### config.mk
export PLATFORM = sky130hd
export DESIGN_NAME = ple_cell
export DESIGN_NICKNAME = d
export VERILOG_FILES = /design/src/hdl/ple_pkg.sv /design/src/hdl/ple_cell.sv
export SDC_FILE = /design/constraint.sdc
export NUM_CORES = 1
export LEC_CHECK = 0
export BUFFER_PORTS_ARGS = -buffer_cell sky130_fd_sc_hd__buf_2
export CAP_MARGIN = 20
export CORE_MARGIN = 2
export CORE_UTILIZATION = 31
export CTS_BUF_LIST = sky130_fd_sc_hd__clkbuf_16
export CTS_CLUSTER_SIZE = 40
export DETAILED_ROUTE_END_ITERATION = 8
export GPL_TIMING_DRIVEN = 0
export PLACE_DENSITY = 0.71
export SLEW_MARGIN = 10
export SYNTH_ARGS = -nofsm -noshare
export SYNTH_HDL_FRONTEND = slang
export SYNTH_SLANG_ARGS = --single-unit
### constraint.sdc
create_clock -name clk -period 4.12 [get_ports clk]
set_input_delay 0.206 -clock clk [delete_from_list [all_inputs] [get_ports clk]]
set_output_delay 0.206 -clock clk [all_outputs]
set_load 0.05 [all_outputs]
### src/hdl/ple_pkg.sv
// ----------------------------------------------------------------------------
// ple_pkg
// Shared types and constants for the positional list engine.
// ----------------------------------------------------------------------------
package ple_pkg;

  localparam int DEPTH = 64;
  localparam int PW    = 7;                        // position / length field width
  localparam int DW    = 32;                       // entry width
  localparam int CW    = $clog2(DEPTH + 1);        // count width
  localparam int KW    = (CW > PW) ? CW : PW;      // compare width for indexes

  typedef enum logic [2:0] {
    ACT_INSERT    = 3'd0,
    ACT_APPEND    = 3'd1,
    ACT_DELETE    = 3'd2,
    ACT_DEL_VALUE = 3'd3,
    ACT_OVERWRITE = 3'd4,
    ACT_READ      = 3'd5
  } action_t;

  typedef enum logic [1:0] {
    STAT_OK     = 2'd0,
    STAT_BADPOS = 2'd1,
    STAT_FULL   = 2'd2
  } status_t;

  typedef enum logic [2:0] {
    C_HOLD,
    C_INS,
    C_DEL,
    C_WR,
    C_ROT
  } cell_op_t;

  typedef enum logic {
    S_IDLE,
    S_SWEEP
  } state_t;

  // Broadcast to every cell in the chain.
  typedef struct packed {
    cell_op_t        op;
    logic [KW-1:0]   pos;
    logic [DW-1:0]   data;
    logic            wen;
  } cell_ctl_t;

endpackage

### src/hdl/ple_cell.sv
// ----------------------------------------------------------------------------
// ple_cell
// One list entry; takes its left or right neighbor on a shift, or new data.
// ----------------------------------------------------------------------------
module ple_cell (
  input  logic                          clk,
  input  ple_pkg::cell_ctl_t            ctl,
  input  logic [ple_pkg::KW-1:0]        idx,
  input  logic [ple_pkg::DW-1:0]        left,
  input  logic [ple_pkg::DW-1:0]        right,
  output logic [ple_pkg::DW-1:0]        val,
  output logic [ple_pkg::DW-1:0]        rd
);

  logic hit;

  assign hit = (idx == ctl.pos);
  assign rd  = hit ? val : '0;

  always_ff @(posedge clk) begin
    case (ctl.op)
      ple_pkg::C_INS: begin
        if (hit) begin
          val <= ctl.data;
        end else if (idx > ctl.pos) begin
          val <= left;
        end
      end
      ple_pkg::C_DEL: begin
        if (idx >= ctl.pos) begin
          val <= right;
        end
      end
      ple_pkg::C_WR: begin
        if (hit) begin
          val <= ctl.data;
        end
      end
      ple_pkg::C_ROT: begin
        // whole chain moves down one; a kept head lands at the tail of the kept run
        if (ctl.wen && hit) begin
          val <= ctl.data;
        end else begin
          val <= right;
        end
      end
      default: begin
        val <= val;
      end
    endcase
  end

endmodule
==> summary.md <==
| Metric | Value |
|---|---|
| Class of the tightest hold or removal check | in -> reg |
| Via count | 2922 |
| Total gr overflow | 0 |
| Compound-Gate Fraction of Synth Area | 0.288 |
| Slew Limit Fails | 0 |
| Worst Path Max Fanout | 10 |
| Post-DP HPWL | 7.32 mm |
| CTS Buf Count | 5 |
| DR iter-0 viols | 194 |
| Pleak | 1.79 nW |
| Full die area | 8600 um^2 |
| Post-route setup slack | 1800 ps |
| Largest family of logic cells by synthesized area | compound AO/OA/AOI/OAI gates |
| # clock sinks | 32 |
| Cell row count | 32 |
| Setup Viol. Count Final | 0 |
| Synth top area cells | edfxtp_1, a221o_1, and3_1 |
| Synth Area in Simple Gates | 0.200 |
| Minimum clock period | 2320 ps |
| TNS Setup | 0 ps |
| CTS tree | yes |
| Xor and xnor area share after synthesis | 0.00359 |
| Nets | 569 |
| RSZ-0062 raised after global routing | false |
| Drt wl/cell | 17.1 um |
| Area leader, netlist | edfxtp_1 |
| IR drop worst, VDD | 0.157 mV |
| Most frequent cells in the layout | buf_2, nand3_1, a21oi_1, and3_1, o21ai_0 |
| Yosys warns | 0 |
| Power per cell area | 347 nW/um^2 |
| Commonest non-fill, non-tap cell in the layout | buf_2 |
| Layout cells sized above 1 | 0.480 |
| H-tree Lvls | 2 |
| Mux contribution to synthesized area | 0 |
| Max_slew headroom | 0.539 |
| Crit Path Class | in -> out |
| Clock buffer depth | 2 |
| Vias in the first global route | 2861 |
| WP data required | 3910 ps |
| Slowest-stage cell, CP | ha_1 |
| Starting Density | 0.318 |
| Status | finished clean |
| DR DRC count | 0 |
| Mapped Area | 2440 um^2 |
| Initial DRT Pass Iterations | 4 |
| Crit-path most repeated cell | buf_2 |
| Clock slew at reported path FFs | 60 ps |
| DR vias/cell | 5.31 |
| Area Growth Syn to Fin | 49.9% |
| Post-CTS Setup Inserts | 0 |
| Worst-Margin Slew | 689 ps |
| Syn Area/Cell | 9.36 um^2 |
| CP delay by family, top | buffers and inverters |
| Largest net degree at the start of global routing | 18 |
| Hold Buf Count CTS | 0 |
| First-pass GRT wire length | 14.0 mm |
| Syn Inst Count | 261 |
| Synthesized net count | 383 |
| Port bufs | 178 |
| Share of the synthesized area in the top cell type | 0.393 |
| Root buf cell | clkbuf_16 |
| Layout Utilization | 0.476 |
| CP max stage delay | 380 ps |
| Number of diodes | 0 |
| Synthesized flop and latch total | 32 |
| DRT Wirelength | 9.38 mm |
| Antenna Nets Post-Route | 0 |
| Worst path cell trace | buf_2 > inv_1 > ha_1 > and4_1 > buf_2 > buf_4 > clkbuf_2 > and3_1 > buf_2 |
| Routability congestion estimate | 0.918 |
| Hold Violations, Final | 0 |
| Final period util | 0.562 |
| Max FFs per register | 32 |
| Critical path capture point type | primary output |
| Post-synthesis adder-cell area fraction | 0.0359 |
| I/O Pins | 179 |
| Register area share after synthesis | 0.393 |
| Initial antenna violation count | 0 |
| Post_cts resized | 0 |
| CP Buf/Inv Count | 6 |
| Max cap viols | 0 |
| Largest reg by FF count | val |
| Fill count | 780 |
| Fmax | 0.432 GHz |
| Largest regs | val: 32 flops |
| CP startpoint kind | input pin |
| Die Ht | 92.8 um |
| Die Width | 92.8 um |
| Distinct cells, synth | 29 |
| CORE AREA | 7690 um^2 |
| GRT Util Overall | 0.205 |
| Pre-CTS WS | 1620 ps |
| Worst EP arrival | 2110 ps |
-- cell usage after synthesis (all sizes together) --
library cell / number
a311oi: 1
ha: 7
or3b: 1
inv: 8
nor2: 3
nand3b: 1
buf: 19
o22ai: 1
o21ai: 34
a221o: 32
xnor2: 1
and3: 33
nand4: 2
nor3: 1
nand2b: 1
nand2: 2
nand3: 36
clkbuf: 10
a21oi: 35
edfxtp: 32
and4: 1
-- worst paths after layout --
check	slack (ps)	endpoint	startpoint	depth (start not counted)
worst max-delay path	1800	rd[13]	ctl[39]	9
worst min-delay path	230	val[31]	right[31]	2
-- report_power, final --
group	internal [W]	total, W	switching (W)	leakage, nW
logic	0.000136	0.000431	0.000294	1.41
clock network	0.000281	0.000411	0.000130	0.0789
registers	0.000411	0.000430	0.0000183	0.294
total	0.000829	0.00127	0.000443	1.79
-- through the flow --
step | power [W] | instance area [um^2] | hold slack, ps | cells
final | 0.00127 | 3660 | 234 | 550
after global routing | 0.00132 | 3660 | 243 | 550
after CTS | 0.00127 | 3660 | 230 | 550
after detailed placement | 0.000864 | 3500 | 511 | 542
after global placement | 0.000852 | 3460 | 507 | 541
after floorplan | 0.000714 | 2440 | 420 | 261
-- layer usage --
layer / vias to the layer above / part of all wire / GRT usage
met3: 20 / 0.059 / 0.0407
met1: 1359 / 0.42 / 0.258
met5: - / 0 / 0
met2: 134 / 0.50 / 0.347
met4: 0 / 0.023 / 0.0784
li1: 1409 / - / -
-- layout make-up --
class | instances | area [um^2] | area share
buffer | 29 | 161 | 0.0441
clock buffer | 5 | 125 | 0.0342
clock inverter | 3 | 37.5 | 0.0102
inverter | 8 | 30.0 | 0.00820
multi-input combinational | 192 | 1300 | 0.355
sequential | 32 | 961 | 0.262
tap | 102 | 128 | 0.0348
timing repair buffer | 179 | 918 | 0.251
-- cell families after synthesis --
family,Yosys count
AOI/OAI and AO/OA,103
xor gates and xnor gates,1
adders and majority gates,7
buffers and inverters,37
DFF,32
and+or+nand+nor,81
(Power assumes the default switching activity.)
